## config.mk

```make
export PLATFORM = sky130hd
export DESIGN_NAME = priority_task_selector_retry_unit_flat
export DESIGN_NICKNAME = d
export VERILOG_FILES = /design/src/rtl/core/pts_pkg.sv /design/src/rtl/core/pts_if.sv /design/src/rtl/core/priority_task_selector_retry_unit.sv /design/src/rtl/core/pts_ram.sv /design/src/rtl/core/pts_alu.sv /design/src/flat_wrapper.sv
export SDC_FILE = /design/constraint.sdc
export NUM_CORES = 1
export LEC_CHECK = 0
export CORE_MARGIN = 2
export CORE_UTILIZATION = 48
export DETAILED_ROUTE_END_ITERATION = 16
export DONT_BUFFER_PORTS = 1
export GPL_TIMING_DRIVEN = 0
export PLACE_DENSITY = 0.73
export SYNTH_ARGS = -nofsm -noshare
export SYNTH_HDL_FRONTEND = slang
export SYNTH_SLANG_ARGS = --single-unit
export TNS_END_PERCENT = 10
```

## constraint.sdc

```tcl
create_clock -name clk -period 2.9 [get_ports clk]
set_input_delay 0.435 -clock clk [delete_from_list [all_inputs] [get_ports clk]]
set_output_delay 0.435 -clock clk [all_outputs]
set_load 0.02 [all_outputs]
```

## src/rtl/core/pts_pkg.sv

```systemverilog
// ----------------------------------------------------------------------------
// pts_pkg
// Types and fixed field widths of the priority task selector.
// ----------------------------------------------------------------------------
`default_nettype none

package pts_pkg;

  localparam int PRI_W     = 8;   // task priority
  localparam int RET_W     = 8;   // stored signed retry count
  localparam int IN_RET_W  = 7;   // retry count on an add word
  localparam int OUT_IDX_W = 4;   // index field of a result word

  localparam logic [1:0] ACT_ADD    = 2'd0;
  localparam logic [1:0] ACT_SELECT = 2'd1;
  localparam logic [1:0] ACT_REPORT = 2'd2;

  typedef enum logic [1:0] {
    TS_WAIT = 2'd0,
    TS_BUSY = 2'd1,
    TS_DONE = 2'd2,
    TS_FAIL = 2'd3
  } task_state_t;

  typedef enum logic [1:0] {
    RES_OK     = 2'd0,
    RES_FULL   = 2'd1,
    RES_NONE   = 2'd2,
    RES_NOPEND = 2'd3
  } res_code_t;

  typedef enum logic [2:0] {
    ST_IDLE,
    ST_ADD,
    ST_SCAN,
    ST_SEL,
    ST_RPT_RD,
    ST_RPT_WR,
    ST_RESP
  } state_t;

  typedef struct packed {
    logic [PRI_W-1:0]        pri;
    task_state_t             st;
    logic signed [RET_W-1:0] ret;
  } entry_t;

  localparam logic signed [RET_W-1:0] RET_EXHAUSTED = '1;

endpackage

`default_nettype wire

```

## src/rtl/core/pts_if.sv

```systemverilog
// ----------------------------------------------------------------------------
// pts_req_if / pts_rsp_if
// Valid/ready channels carrying request and result words.
// ----------------------------------------------------------------------------
`default_nettype none

interface pts_req_if
  import pts_pkg::*;
();
  logic                valid;
  logic                ready;
  logic [1:0]          action;
  logic [PRI_W-1:0]    priority_req;
  logic [IN_RET_W-1:0] retries;
  logic                succeeded;

  modport source (output valid, action, priority_req, retries, succeeded,
                  input ready);
  modport sink   (input valid, action, priority_req, retries, succeeded,
                  output ready);
endinterface

interface pts_rsp_if
  import pts_pkg::*;
();
  logic                    valid;
  logic                    ready;
  logic [1:0]              status;
  logic [OUT_IDX_W-1:0]    entry_index;
  logic [PRI_W-1:0]        entry_priority;
  logic signed [RET_W-1:0] retries_left;

  modport source (output valid, status, entry_index, entry_priority, retries_left,
                  input ready);
  modport sink   (input valid, status, entry_index, entry_priority, retries_left,
                  output ready);
endinterface

`default_nettype wire

```

## src/rtl/core/priority_task_selector_retry_unit.sv

```systemverilog
// ----------------------------------------------------------------------------
// priority_task_selector_retry_unit
// Static priority task table with retry counts, one word at a time.
// ----------------------------------------------------------------------------
// The block holds up to NB_ENTRIES tasks (priority, state, signed retry
// count) in a single-port-read table. A request word either adds a waiting
// task (action 0), selects the first eligible task with the strictly highest
// nonzero priority and marks it in progress (action 1), or applies a pass or
// fail outcome to the pending task (action 2); action 3 is dropped with no
// result. Every other request gives exactly one result word. The block takes
// one request at a time and drops req.ready until its result is loaded into
// the output register; that register lets the next request in while the
// result still waits on rsp. A select runs a scan, which reads one table
// entry per cycle through the single read port and feeds it to the one
// shared compare unit. Table contents are undefined after reset; only
// entries below the fill count are ever read, so no clearing pass is needed.
// ----------------------------------------------------------------------------
`default_nettype none

module priority_task_selector_retry_unit
  import pts_pkg::*;
#(
  parameter int NB_ENTRIES = 16
) (
  input  wire logic clk,
  input  wire logic rst,
  pts_req_if.sink   req,
  pts_rsp_if.source rsp
);

  localparam int IDX_W = $clog2(NB_ENTRIES);
  localparam int CNT_W = $clog2(NB_ENTRIES + 1);

  // sequencer
  state_t state, state_next;

  // table bookkeeping
  logic [CNT_W-1:0] entry_count;
  logic [IDX_W-1:0] pend_idx;
  logic             pend_valid;

  // latched request operands
  logic [PRI_W-1:0]    op_pri;
  logic [IN_RET_W-1:0] op_ret;
  logic                op_succ;

  // scan: scan_cnt issues reads, cmp_* tracks the entry whose data is back
  logic [CNT_W-1:0]        scan_cnt;
  logic                    cmp_pend;
  logic [IDX_W-1:0]        cmp_idx;
  logic [IDX_W-1:0]        best_idx;
  logic [PRI_W-1:0]        best_pri;
  logic signed [RET_W-1:0] best_ret;

  // staged result, then the output register
  res_code_t               res_code;
  logic [IDX_W-1:0]        res_idx;
  logic [PRI_W-1:0]        res_pri;
  logic signed [RET_W-1:0] res_ret;
  logic                    rsp_valid;
  res_code_t               rsp_code;
  logic [IDX_W-1:0]        rsp_idx;
  logic [PRI_W-1:0]        rsp_pri;
  logic signed [RET_W-1:0] rsp_ret;

  // table ports and shared unit
  logic             ram_we;
  logic [IDX_W-1:0] ram_waddr;
  entry_t           ram_wdata;
  logic [IDX_W-1:0] ram_raddr;
  entry_t           ram_rdata;
  logic             alu_take;
  entry_t           alu_upd;

  logic req_fire;
  logic rsp_free;
  logic scan_more;
  logic table_full;

  assign req_fire   = req.valid && req.ready;
  assign rsp_free   = !rsp_valid || rsp.ready;
  assign scan_more  = scan_cnt < entry_count;
  assign table_full = entry_count == CNT_W'(NB_ENTRIES);

  pts_ram #(
    .DEPTH (NB_ENTRIES)
  ) u_ram (
    .clk   (clk),
    .we    (ram_we),
    .waddr (ram_waddr),
    .wdata (ram_wdata),
    .raddr (ram_raddr),
    .rdata (ram_rdata)
  );

  pts_alu u_alu (
    .ent       (ram_rdata),
    .best_pri  (best_pri),
    .succeeded (op_succ),
    .take      (alu_take),
    .upd       (alu_upd)
  );

  // --------------------------------------------------------------------------
  // Next state
  // --------------------------------------------------------------------------
  always_comb begin
    state_next = state;
    case (state)
      ST_IDLE: begin
        if (req_fire) begin
          case (req.action)
            ACT_ADD:    state_next = ST_ADD;
            ACT_SELECT: state_next = ST_SCAN;
            ACT_REPORT: state_next = ST_RPT_RD;
            default:    state_next = ST_IDLE;
          endcase
        end
      end
      ST_ADD:    state_next = ST_RESP;
      // done once every entry has been issued and the last one compared
      ST_SCAN:   if (!scan_more && !cmp_pend) state_next = ST_SEL;
      ST_SEL:    state_next = ST_RESP;
      ST_RPT_RD: state_next = pend_valid ? ST_RPT_WR : ST_RESP;
      ST_RPT_WR: state_next = ST_RESP;
      ST_RESP:   if (rsp_free) state_next = ST_IDLE;
      default:   state_next = ST_IDLE;
    endcase
  end

  // --------------------------------------------------------------------------
  // Sequencer outputs: table ports and request ready
  // --------------------------------------------------------------------------
  always_comb begin
    req.ready = 1'b0;
    ram_we    = 1'b0;
    ram_waddr = best_idx;
    ram_wdata = '{pri: best_pri, st: TS_BUSY, ret: best_ret};
    ram_raddr = scan_cnt[IDX_W-1:0];
    case (state)
      ST_IDLE: begin
        req.ready = !rst;
      end
      ST_ADD: begin
        ram_we    = !table_full;
        ram_waddr = entry_count[IDX_W-1:0];
        ram_wdata = '{pri: op_pri, st: TS_WAIT, ret: $signed({1'b0, op_ret})};
      end
      ST_SEL: begin
        ram_we = best_pri != '0;
      end
      ST_RPT_RD: begin
        ram_raddr = pend_idx;
      end
      ST_RPT_WR: begin
        ram_we    = 1'b1;
        ram_waddr = pend_idx;
        ram_wdata = alu_upd;
      end
      default: begin
      end
    endcase
  end

  // --------------------------------------------------------------------------
  // Control registers
  // --------------------------------------------------------------------------
  always_ff @(posedge clk) begin
    if (rst) begin
      state       <= ST_IDLE;
      entry_count <= '0;
      pend_idx    <= '0;
      pend_valid  <= 1'b0;
      cmp_pend    <= 1'b0;
      rsp_valid   <= 1'b0;
    end else begin
      state <= state_next;
      if (state == ST_ADD && !table_full) begin
        entry_count <= entry_count + CNT_W'(1);
      end
      if (state == ST_SCAN) begin
        cmp_pend <= scan_more;
      end
      if (state == ST_SEL && best_pri != '0) begin
        pend_idx   <= best_idx;
        pend_valid <= 1'b1;
      end
      if (state == ST_RPT_WR) begin
        pend_valid <= 1'b0;
      end
      if (state == ST_RESP && rsp_free) begin
        rsp_valid <= 1'b1;
      end else if (rsp.ready) begin
        rsp_valid <= 1'b0;
      end
    end
  end

  // --------------------------------------------------------------------------
  // Datapath registers
  // --------------------------------------------------------------------------
  always_ff @(posedge clk) begin
    case (state)
      ST_IDLE: begin
        op_pri   <= req.priority_req;
        op_ret   <= req.retries;
        op_succ  <= req.succeeded;
        scan_cnt <= '0;
        best_idx <= '0;
        best_pri <= '0;
        best_ret <= '0;
      end
      ST_ADD: begin
        if (table_full) begin
          res_code <= RES_FULL;
          res_idx  <= '0;
          res_pri  <= '0;
          res_ret  <= '0;
        end else begin
          res_code <= RES_OK;
          res_idx  <= entry_count[IDX_W-1:0];
          res_pri  <= op_pri;
          res_ret  <= $signed({1'b0, op_ret});
        end
      end
      ST_SCAN: begin
        if (scan_more) begin
          scan_cnt <= scan_cnt + CNT_W'(1);
          cmp_idx  <= scan_cnt[IDX_W-1:0];
        end
        // strict compare keeps the lowest index among equal priorities
        if (cmp_pend && alu_take) begin
          best_idx <= cmp_idx;
          best_pri <= ram_rdata.pri;
          best_ret <= ram_rdata.ret;
        end
      end
      ST_SEL: begin
        if (best_pri != '0) begin
          res_code <= RES_OK;
          res_idx  <= best_idx;
          res_pri  <= best_pri;
          res_ret  <= best_ret;
        end else begin
          res_code <= RES_NONE;
          res_idx  <= '0;
          res_pri  <= '0;
          res_ret  <= '0;
        end
      end
      ST_RPT_RD: begin
        res_code <= RES_NOPEND;
        res_idx  <= '0;
        res_pri  <= '0;
        res_ret  <= '0;
      end
      ST_RPT_WR: begin
        res_code <= RES_OK;
        res_idx  <= pend_idx;
        res_pri  <= alu_upd.pri;
        res_ret  <= alu_upd.ret;
      end
      ST_RESP: begin
        if (rsp_free) begin
          rsp_code <= res_code;
          rsp_idx  <= res_idx;
          rsp_pri  <= res_pri;
          rsp_ret  <= res_ret;
        end
      end
      default: begin
      end
    endcase
  end

  // --------------------------------------------------------------------------
  // Result word
  // --------------------------------------------------------------------------
  logic [IDX_W+OUT_IDX_W-1:0] idx_ext;

  assign idx_ext            = {{OUT_IDX_W{1'b0}}, rsp_idx};
  assign rsp.valid          = rsp_valid;
  assign rsp.status         = rsp_code;
  assign rsp.entry_index    = idx_ext[OUT_IDX_W-1:0];
  assign rsp.entry_priority = rsp_pri;
  assign rsp.retries_left   = rsp_ret;

endmodule

`default_nettype wire

```

## src/rtl/core/pts_ram.sv

```systemverilog
// ----------------------------------------------------------------------------
// pts_ram
// Task table: one write port, one read port with registered read data.
// ----------------------------------------------------------------------------
`default_nettype none

module pts_ram
  import pts_pkg::*;
#(
  parameter int DEPTH = 16
) (
  input  wire logic                     clk,
  input  wire logic                     we,
  input  wire logic [$clog2(DEPTH)-1:0] waddr,
  input  wire entry_t                   wdata,
  input  wire logic [$clog2(DEPTH)-1:0] raddr,
  output entry_t                        rdata
);

  entry_t mem [DEPTH];

  always_ff @(posedge clk) begin
    if (we) begin
      mem[waddr] <= wdata;
    end
  end

  always_ff @(posedge clk) begin
    rdata <= mem[raddr];
  end

endmodule

`default_nettype wire

```

## src/rtl/core/pts_alu.sv

```systemverilog
// ----------------------------------------------------------------------------
// pts_alu
// Shared entry unit: eligibility/priority compare and retry update.
// ----------------------------------------------------------------------------
`default_nettype none

module pts_alu
  import pts_pkg::*;
(
  input  wire entry_t           ent,
  input  wire logic [PRI_W-1:0] best_pri,
  input  wire logic             succeeded,
  output logic                  take,
  output entry_t                upd
);

  logic eligible;

  // failed tasks stay eligible while the retry count is not negative
  assign eligible = (ent.st == TS_WAIT) || ((ent.st == TS_FAIL) && !ent.ret[RET_W-1]);
  assign take     = eligible && (ent.pri > best_pri);

  always_comb begin
    upd.pri = ent.pri;
    if (succeeded) begin
      upd.st  = TS_DONE;
      upd.ret = RET_EXHAUSTED;
    end else begin
      upd.st  = TS_FAIL;
      upd.ret = (ent.ret == RET_EXHAUSTED) ? ent.ret : ent.ret - RET_W'(1);
    end
  end

endmodule

`default_nettype wire

```

## src/flat_wrapper.sv

```systemverilog
// flat-port wrapper written by rule: the top's interface ports become plain ports
module priority_task_selector_retry_unit_flat import pts_pkg::*;
#(
  parameter int NB_ENTRIES = 16
)
  (clk, rst, req_valid, req_action, req_priority_req, req_retries, req_succeeded, req_ready, rsp_valid, rsp_status, rsp_entry_index, rsp_entry_priority, rsp_retries_left, rsp_ready);
  pts_req_if req_i ();
  pts_rsp_if rsp_i ();
  input  wire logic clk;
  input  wire logic rst;
  input wire logic [$bits(req_i.valid)-1:0] req_valid;
  input wire logic [$bits(req_i.action)-1:0] req_action;
  input wire logic [$bits(req_i.priority_req)-1:0] req_priority_req;
  input wire logic [$bits(req_i.retries)-1:0] req_retries;
  input wire logic [$bits(req_i.succeeded)-1:0] req_succeeded;
  output wire logic [$bits(req_i.ready)-1:0] req_ready;
  output wire logic [$bits(rsp_i.valid)-1:0] rsp_valid;
  output wire logic [$bits(rsp_i.status)-1:0] rsp_status;
  output wire logic [$bits(rsp_i.entry_index)-1:0] rsp_entry_index;
  output wire logic [$bits(rsp_i.entry_priority)-1:0] rsp_entry_priority;
  output wire logic [$bits(rsp_i.retries_left)-1:0] rsp_retries_left;
  input wire logic [$bits(rsp_i.ready)-1:0] rsp_ready;
  assign req_i.valid = req_valid;
  assign req_i.action = req_action;
  assign req_i.priority_req = req_priority_req;
  assign req_i.retries = req_retries;
  assign req_i.succeeded = req_succeeded;
  assign req_ready = req_i.ready;
  assign rsp_valid = rsp_i.valid;
  assign rsp_status = rsp_i.status;
  assign rsp_entry_index = rsp_i.entry_index;
  assign rsp_entry_priority = rsp_i.entry_priority;
  assign rsp_retries_left = rsp_i.retries_left;
  assign rsp_i.ready = rsp_ready;
  priority_task_selector_retry_unit #(.NB_ENTRIES(NB_ENTRIES)) u_core (.clk(clk), .rst(rst), .req(req_i), .rsp(rsp_i));
endmodule
```

# Word level (Yosys, flattened, before mapping)
# Memory sizes are Yosys's and may differ from the RTL's. A register that Yosys moved wholly into a read port is not among the register bits.
# Cells that the tools add are included.
[word_totals]
register_bits = 104
latch_bits = 0
mem_bits_rw = 288
mem_bits_ro = 0
out_inout_bits = 24
n_memories = 1
[memory_table]
columns = ["memory", "depth", "word_bits", "rd", "rd_ports_with_merged_regs", "write_ports", "line_no", "rtl"]
rows = [
  ["u_core.u_ram.mem", 16, 18, 1, 1, 1, "pts_ram.sv:20", "entry_t mem [DEPTH];"],
]
[op_classes]
addsub = 3
multipliers = 0
div = 0
n_lt_le_gt_ge = 2
eq_ne = 16
n_shift = 0
mux = 37
bitwise = 0
reduce_logical = 30
[ops]
columns = ["op", "n"]
rows = [
  ["$pmux W8 S4", 2],
  ["$mux W8", 6],
  ["$pmux W18 S2", 1],
  ["$pmux W8 S2", 2],
  ["$mux W4", 4],
  ["$pmux W4 S2", 2],
  ["$pmux W4 S4", 1],
  ["$pmux W3 S5", 1],
  ["$add A5 B1 Y5 const B", 2],
  ["$pmux W5 S2", 1],
  ["$eq A3 B3 Y1 const B", 3],
  ["$mux W3", 3],
  ["$mux W9", 1],
  ["$pmux W3 S3", 1],
  ["$eq A8 B1 Y1 const B", 1],
  ["$gt A8 B8 Y1", 1],
  ["$logic_and A1 B1 Y1", 8],
  ["$ne A2 B1 Y1 const B", 4],
  ["$pmux W2 S4", 1],
  ["$reduce_and A2 Y1", 4],
  ["$reduce_bool A8 Y1", 1],
  ["$sub A8 B2 Y8 const B", 1],
  ["$mux W7", 1],
  ["$eq A3 B2 Y1 const B", 2],
  ["19 further kinds", 34],
]

# Longest topological paths before layout
[logic_depth]
depth_word = 7
ltp_mapped = 9
ltp_nobuf = 8

# Cells and area by module
# A second synthesis with hierarchy kept.
[unflattened]
cells_unflattened = 912
area_unflattened_um2 = 16364.4
[by_module_without_submodules]
columns = ["module", "n_inst", "cells_per_inst", "area_per_inst_um2"]
rows = [
  ["pts_ram", 1, 482, 11322.1],
  ["priority_task_selector_retry_unit", 1, 357, 4553.1],
  ["pts_alu", 1, 73, 489.2],
]

# Worst setup path after synthesis
# OpenSTA, ideal clock, no wires.
[synth_path]
kind = "flip-flop to flip-flop"
from = "reg u_core.state[2]"
to = "reg u_core.best_idx[0], enable pin"
setup_time_ns = 0.409
arrival_ns = 2.578
t_required_ns = 2.491
slack_ns = -0.087
stages_incl_launch_ff = 8
n_path_buf = 2
path_cell_list = "dfxtp_1 -> clkbuf_1 -> nor2_1 -> clkbuf_1 -> nand2_1 -> inv_1 -> a41oi_1 -> a31oi_1"
[synth_between]
elab_chain_len = 3
word_cells_on_any_way = 5
classes_between = "eq/ne (2); reduce/logical (3)"
[synth_rtl]
columns = ["element", "line_no", "rtl"]
rows = [
  ["from (decl)", "priority_task_selector_retry_unit.sv:35", "state_t state, state_next;"],
  ["from (signal assigned)", "priority_task_selector_retry_unit.sv:177", "state <= state_next;"],
  ["$eq A3 B2 Y1 or $logic_not A3 Y1 (tied branches)", "priority_task_selector_retry_unit.sv:203", "case (state)"],
  ["$ne A2 B2 Y1 (no source line) or $reduce_bool A2 Y1 (tied branches)", "--", ""],
  ["$reduce_and A2 Y1 (no source line) (*)", "--", ""],
  ["to (signal assigned)", "priority_task_selector_retry_unit.sv:233", "best_idx <= cmp_idx;"],
  ["to (decl)", "priority_task_selector_retry_unit.sv:51", "logic [IDX_W-1:0] best_idx;"],
]
# Every way passes the cells marked *; elsewhere a longest branch is shown, timed or not.
# A chain may end at the register's enable or synchronous reset.

# Worst setup path in the final report
[layout_path]
from = "reg u_core.state[0]"
to = "reg, netlist name u_core.u_ram.rdata[6]"
[layout_between]
elab_chain_len = 2
[layout_rtl]
columns = ["element", "line_no", "rtl"]
rows = [
  ["$eq A3 B3 Y1", "priority_task_selector_retry_unit.sv:140", "case (state)"],
  ["$mux W4", "priority_task_selector_retry_unit.sv:140", ""],
]
# Every way passes these cells.

==> results by group <==
Cells and area
  – Final core occ: 0.5692
  – Nets: 1,246
  – Number of diodes: 0
  – Commonest non-fill, non-tap cell in the layout: edfxtp_1
  – Commonest non-fill, non-tap cells in the layout: 377 x edfxtp_1, 128 x nand2_1, 74 x mux2_2
  – Fillers: 2,553
  – Layout area overhead: 16.17%
  – Share of cells above drive strength 1: 0.1958

Worst setup path
  – Worst reg-to-reg setup slack: -0.15 ns
  – Crit Path Max Fanout: 10
  – Worst setup SP type: flip-flop
  – Worst Setup SP: u_core.state[0]$_SDFFE_PP0P_
  – Crit path DAT: 3.46 ns
  – CP Buf/Inv Count: 2
  – Crit path kind: reg2reg
  – Top Family by Delay on Critical Path: compound AO/OA/AOI/OAI gates
  – Slowest stage cell, crit path: or3b_1
  – Max incr delay on CP: 0.44 ns
  – Critical Path End Type: flip-flop
  – Required @ worst endpoint: 3.31 ns
  – FF-to-FF Start: u_core.state[0]$_SDFFE_PP0P_
  – Worst path cell trace: or3b_1 -> buf_6 -> mux2i_4 -> buf_4 -> mux2_2 -> o22ai_1 -> nor2_1 -> a221o_1

Logic synthesis
  – Synth Instances: 1,114
  – Syn nets: 1,153
  – Syn. warnings: 0
  – Post-synth EDFFs: 377
  – Ys async rst share: 0
  – Mapped cell area: 16,510 µm²
  – Avg Cell Area, Syn: 14.82 µm²
  – Primary FF master, synth: edfxtp_1
  – Library cells used by synthesis: 47
  – FF+latch count, synth: 410
  – Register area share after synthesis: 0.7256

Route
  – Residual DRC count: 0
  – Initial DRC Count: 1,373
  – Routed wire length: 41.11 mm
  – Routed vias: 10,190
  – First-pass DRT Iterations: 8
  – ANT nets after route: 0
  – Average via count per standard cell: 6.053
  – Drt wl/cell: 24.41 µm

Hold path
  – Hold Startpoint: req_valid
  – Worst hold path type: in2reg

CTS
  – CTS tree: yes
  – H-tree levels: 2
  – CTS root buf: clkbuf_16
  – Clk slew on worst S/H paths: 0.06 ns
  – CTS max path bufs: 3
  – Worst-skew pair later-pin latency: 0.54 ns
  – CTS buffer count: 41
  – Clock sink total: 410

Floorplan
  – Die X: 189.5 µm
  – Core area: 33,700 µm²
  – Die area: 35,900 µm²
  – # IOs: 46
  – Row cnt: 67
  – Initial Util: 0.4900
  – Die height: 189.5 µm

Timing
  – Fmax: 327.9 MHz
  – Final hold slack: 0.1210 ns
  – Final setup fails: 13
  – Pins over their slew limit: 0
  – TNS Setup: -0.7199 ns
  – Final worst-path cycle share: 1.052
  – Final WS setup: -0.1501 ns
  – Clock Skews: 0.01916 ns
  – Period minus WS final: 3.050 ns
  – Tightest Pin Transition: 1.089 ns
  – RSZ-0062 raised after global routing: true
  – Worst slew margin: 0.2735
  – Final hold viol count: 0

Global routing
  – GRT Util Overall: 0.2269
  – First-pass GRT wire length: 60.85 mm
  – Pin count of the biggest net entering global routing: 26
  – Initial antenna violation count: 0
  – Vias in the first global route: 10,040
  – Total gr overflow: 0

Placement
  – # port buffers: 0
  – HPWL Detailed: 26.63 mm
  – RePlAce Congestion: 0.9201

Job
  – Max Cap Violations: 0

Pwr
  – Worst IR drop on VDD: 0.6585 mV
  – Pwr Total: 20,140 µW
  – Leakage: 0.006546 µW
  – Pwr dens: 1050 nW/µm²

Outcome
  – Status: finished, violations left
  – Failing checks: setup timing
## path summary, 6_finish.rpt
| check | endpoint | cells past startpoint |
|---|---|---|
| hold / removal | u_core.state[1]$_SDFFE_PP0P_ | 2 |
| setup reg to reg | u_core.u_ram.rdata[6]$_DFF_P_ | 8 |
| hold reg to reg | u_core.rsp.status[0]$_DFFE_PP_ | 0 |
| setup / recovery | u_core.u_ram.rdata[6]$_DFF_P_ | 8 |
## metrics by stage
stage | setup slack, ns | cells | cell area (µm²)
after floorplan | 0.08470 | 1114 | 16520
after global placement | -1.233 | 1562 | 17080
after detailed placement | -0.7930 | 1588 | 17460
after CTS | -0.1319 | 1678 | 19020
after global routing | -0.1814 | 1684 | 19180
final | -0.1501 | 1684 | 19180
## report_power, final
part / total, µW / switching [µW] / internal [µW] / leakage, µW
combinational: 6370 / 4280 / 2090 / 0.00213
sequential: 8510 / 520 / 7990 / 0.00377
clock: 5270 / 2160 / 3100 / 0.000647
total: 20100 / 6960 / 13200 / 0.00655
## sequential cells by signal (all words and copies together) (netlist names), 3 cells and up
| register | count |
|---|---|
| u_core.res_ret | 8 |
| u_core.rsp.retries_left | 8 |
| u_core.best_idx | 4 |
| u_core.scan_cnt | 5 |
| u_core.rsp.entry_index | 4 |
| u_core.pend_idx | 4 |
| u_core.best_pri | 8 |
| u_core.u_ram.mem | 288 |
| u_core.best_ret | 8 |
| u_core.res_idx | 4 |
| u_core.rsp.entry_priority | 8 |
| u_core.u_ram.rdata | 18 |
| u_core.res_pri | 8 |
| u_core.entry_count | 5 |
| u_core.cmp_idx | 4 |
| u_core.op_pri | 8 |
| u_core.state | 3 |
| u_core.op_ret | 7 |
## metal layers
| metal | GRT usage | vias up | part of all wire |
|---|---|---|---|
| met4 | 0.1100 | 0 | 0.047 |
| met1 | 0.3051 | 5050 | 0.40 |
| met2 | 0.3621 | 561 | 0.47 |
| li1 | - | 4481 | - |
| met3 | 0.03689 | 102 | 0.082 |
| met5 | 0 | - | 0 |
## cells by family (layout without fill, tap and decap cells)
| kind of cell | after synthesis | after routing | share of synthesized area |
|---|---|---|---|
| flops | 410 | 410 | 0.7256 |
| fa+ha+maj | 17 | 17 | 0.01288 |
| buf+inv | 91 | 212 | 0.02410 |
| mux | 91 | 91 | 0.06304 |
| compound gates | 227 | 228 | 0.09828 |
| xor+xnor | 14 | 14 | 0.007425 |
| simple gates | 264 | 264 | 0.06865 |
## repair_timing
item	CTS	global route
hold endpoints to repair	16	0
pin swaps	0	6
setup buffers	1	6
gates resized for setup	11	38
setup endpoints to repair	309	324
cloned	1	0
hold buffers	16	0
## layout make-up
class | instances | area, µm² | share of cell area
Clock buffer | 56 | 1134 | 0.05910
Inverter | 29 | 112.6 | 0.005870
Buffer | 62 | 312.8 | 0.01631
Multi-Input combinational cell | 614 | 4309 | 0.2246
Clock inverter | 16 | 203.9 | 0.01063
Sequential cell | 410 | 11980 | 0.6246
Timing Repair Buffer | 49 | 568.0 | 0.02961
Tap cell | 448 | 560.5 | 0.02922
## worst reg2reg max path, stage by stage, from the launching register on
cell and delay, ns:
dfxtp_1 0.39, or3b_1 0.44, buf_6 0.18, mux2i_4 0.35, buf_4 0.29, mux2_2 0.36, o22ai_1 0.31, nor2_1 0.21
a221o_1 0.40
## cells in the mapped netlist, types with 2 or more instances
cell	n	area, µm²
edfxtp_1	377	11320
nand2_1	132	495.5
mux2_2	74	833.3
nor2_1	74	277.8
a21oi_1	57	285.3
o22ai_1	38	237.7
dfxtp_1	33	660.6
a221o_1	32	320.3
clkbuf_1	30	112.6
inv_1	29	108.9
buf_2	27	135.1
a21o_1	22	165.2
and3_1	21	131.4
a311oi_1	18	157.7
a32oi_1	18	157.7
ha_1	17	212.7
o21ai_0	15	75.07
mux2i_1	14	140.1
xnor2_1	10	87.58
a222oi_1	8	80.08
nand2b_1	6	37.54
nor3_1	6	30.03
o21a_1	6	45.04
nand3_1	5	25.02
nor2b_1	5	31.28
a22oi_1	4	30.03
nand4_1	4	25.02
xor2_1	4	35.03
a211oi_1	3	22.52
mux2i_4	3	67.56
nor4_1	3	18.77
buf_4	2	15.01
buf_6	2	22.52
o31ai_1	2	15.01
Power figures use the tool's default switching activity.
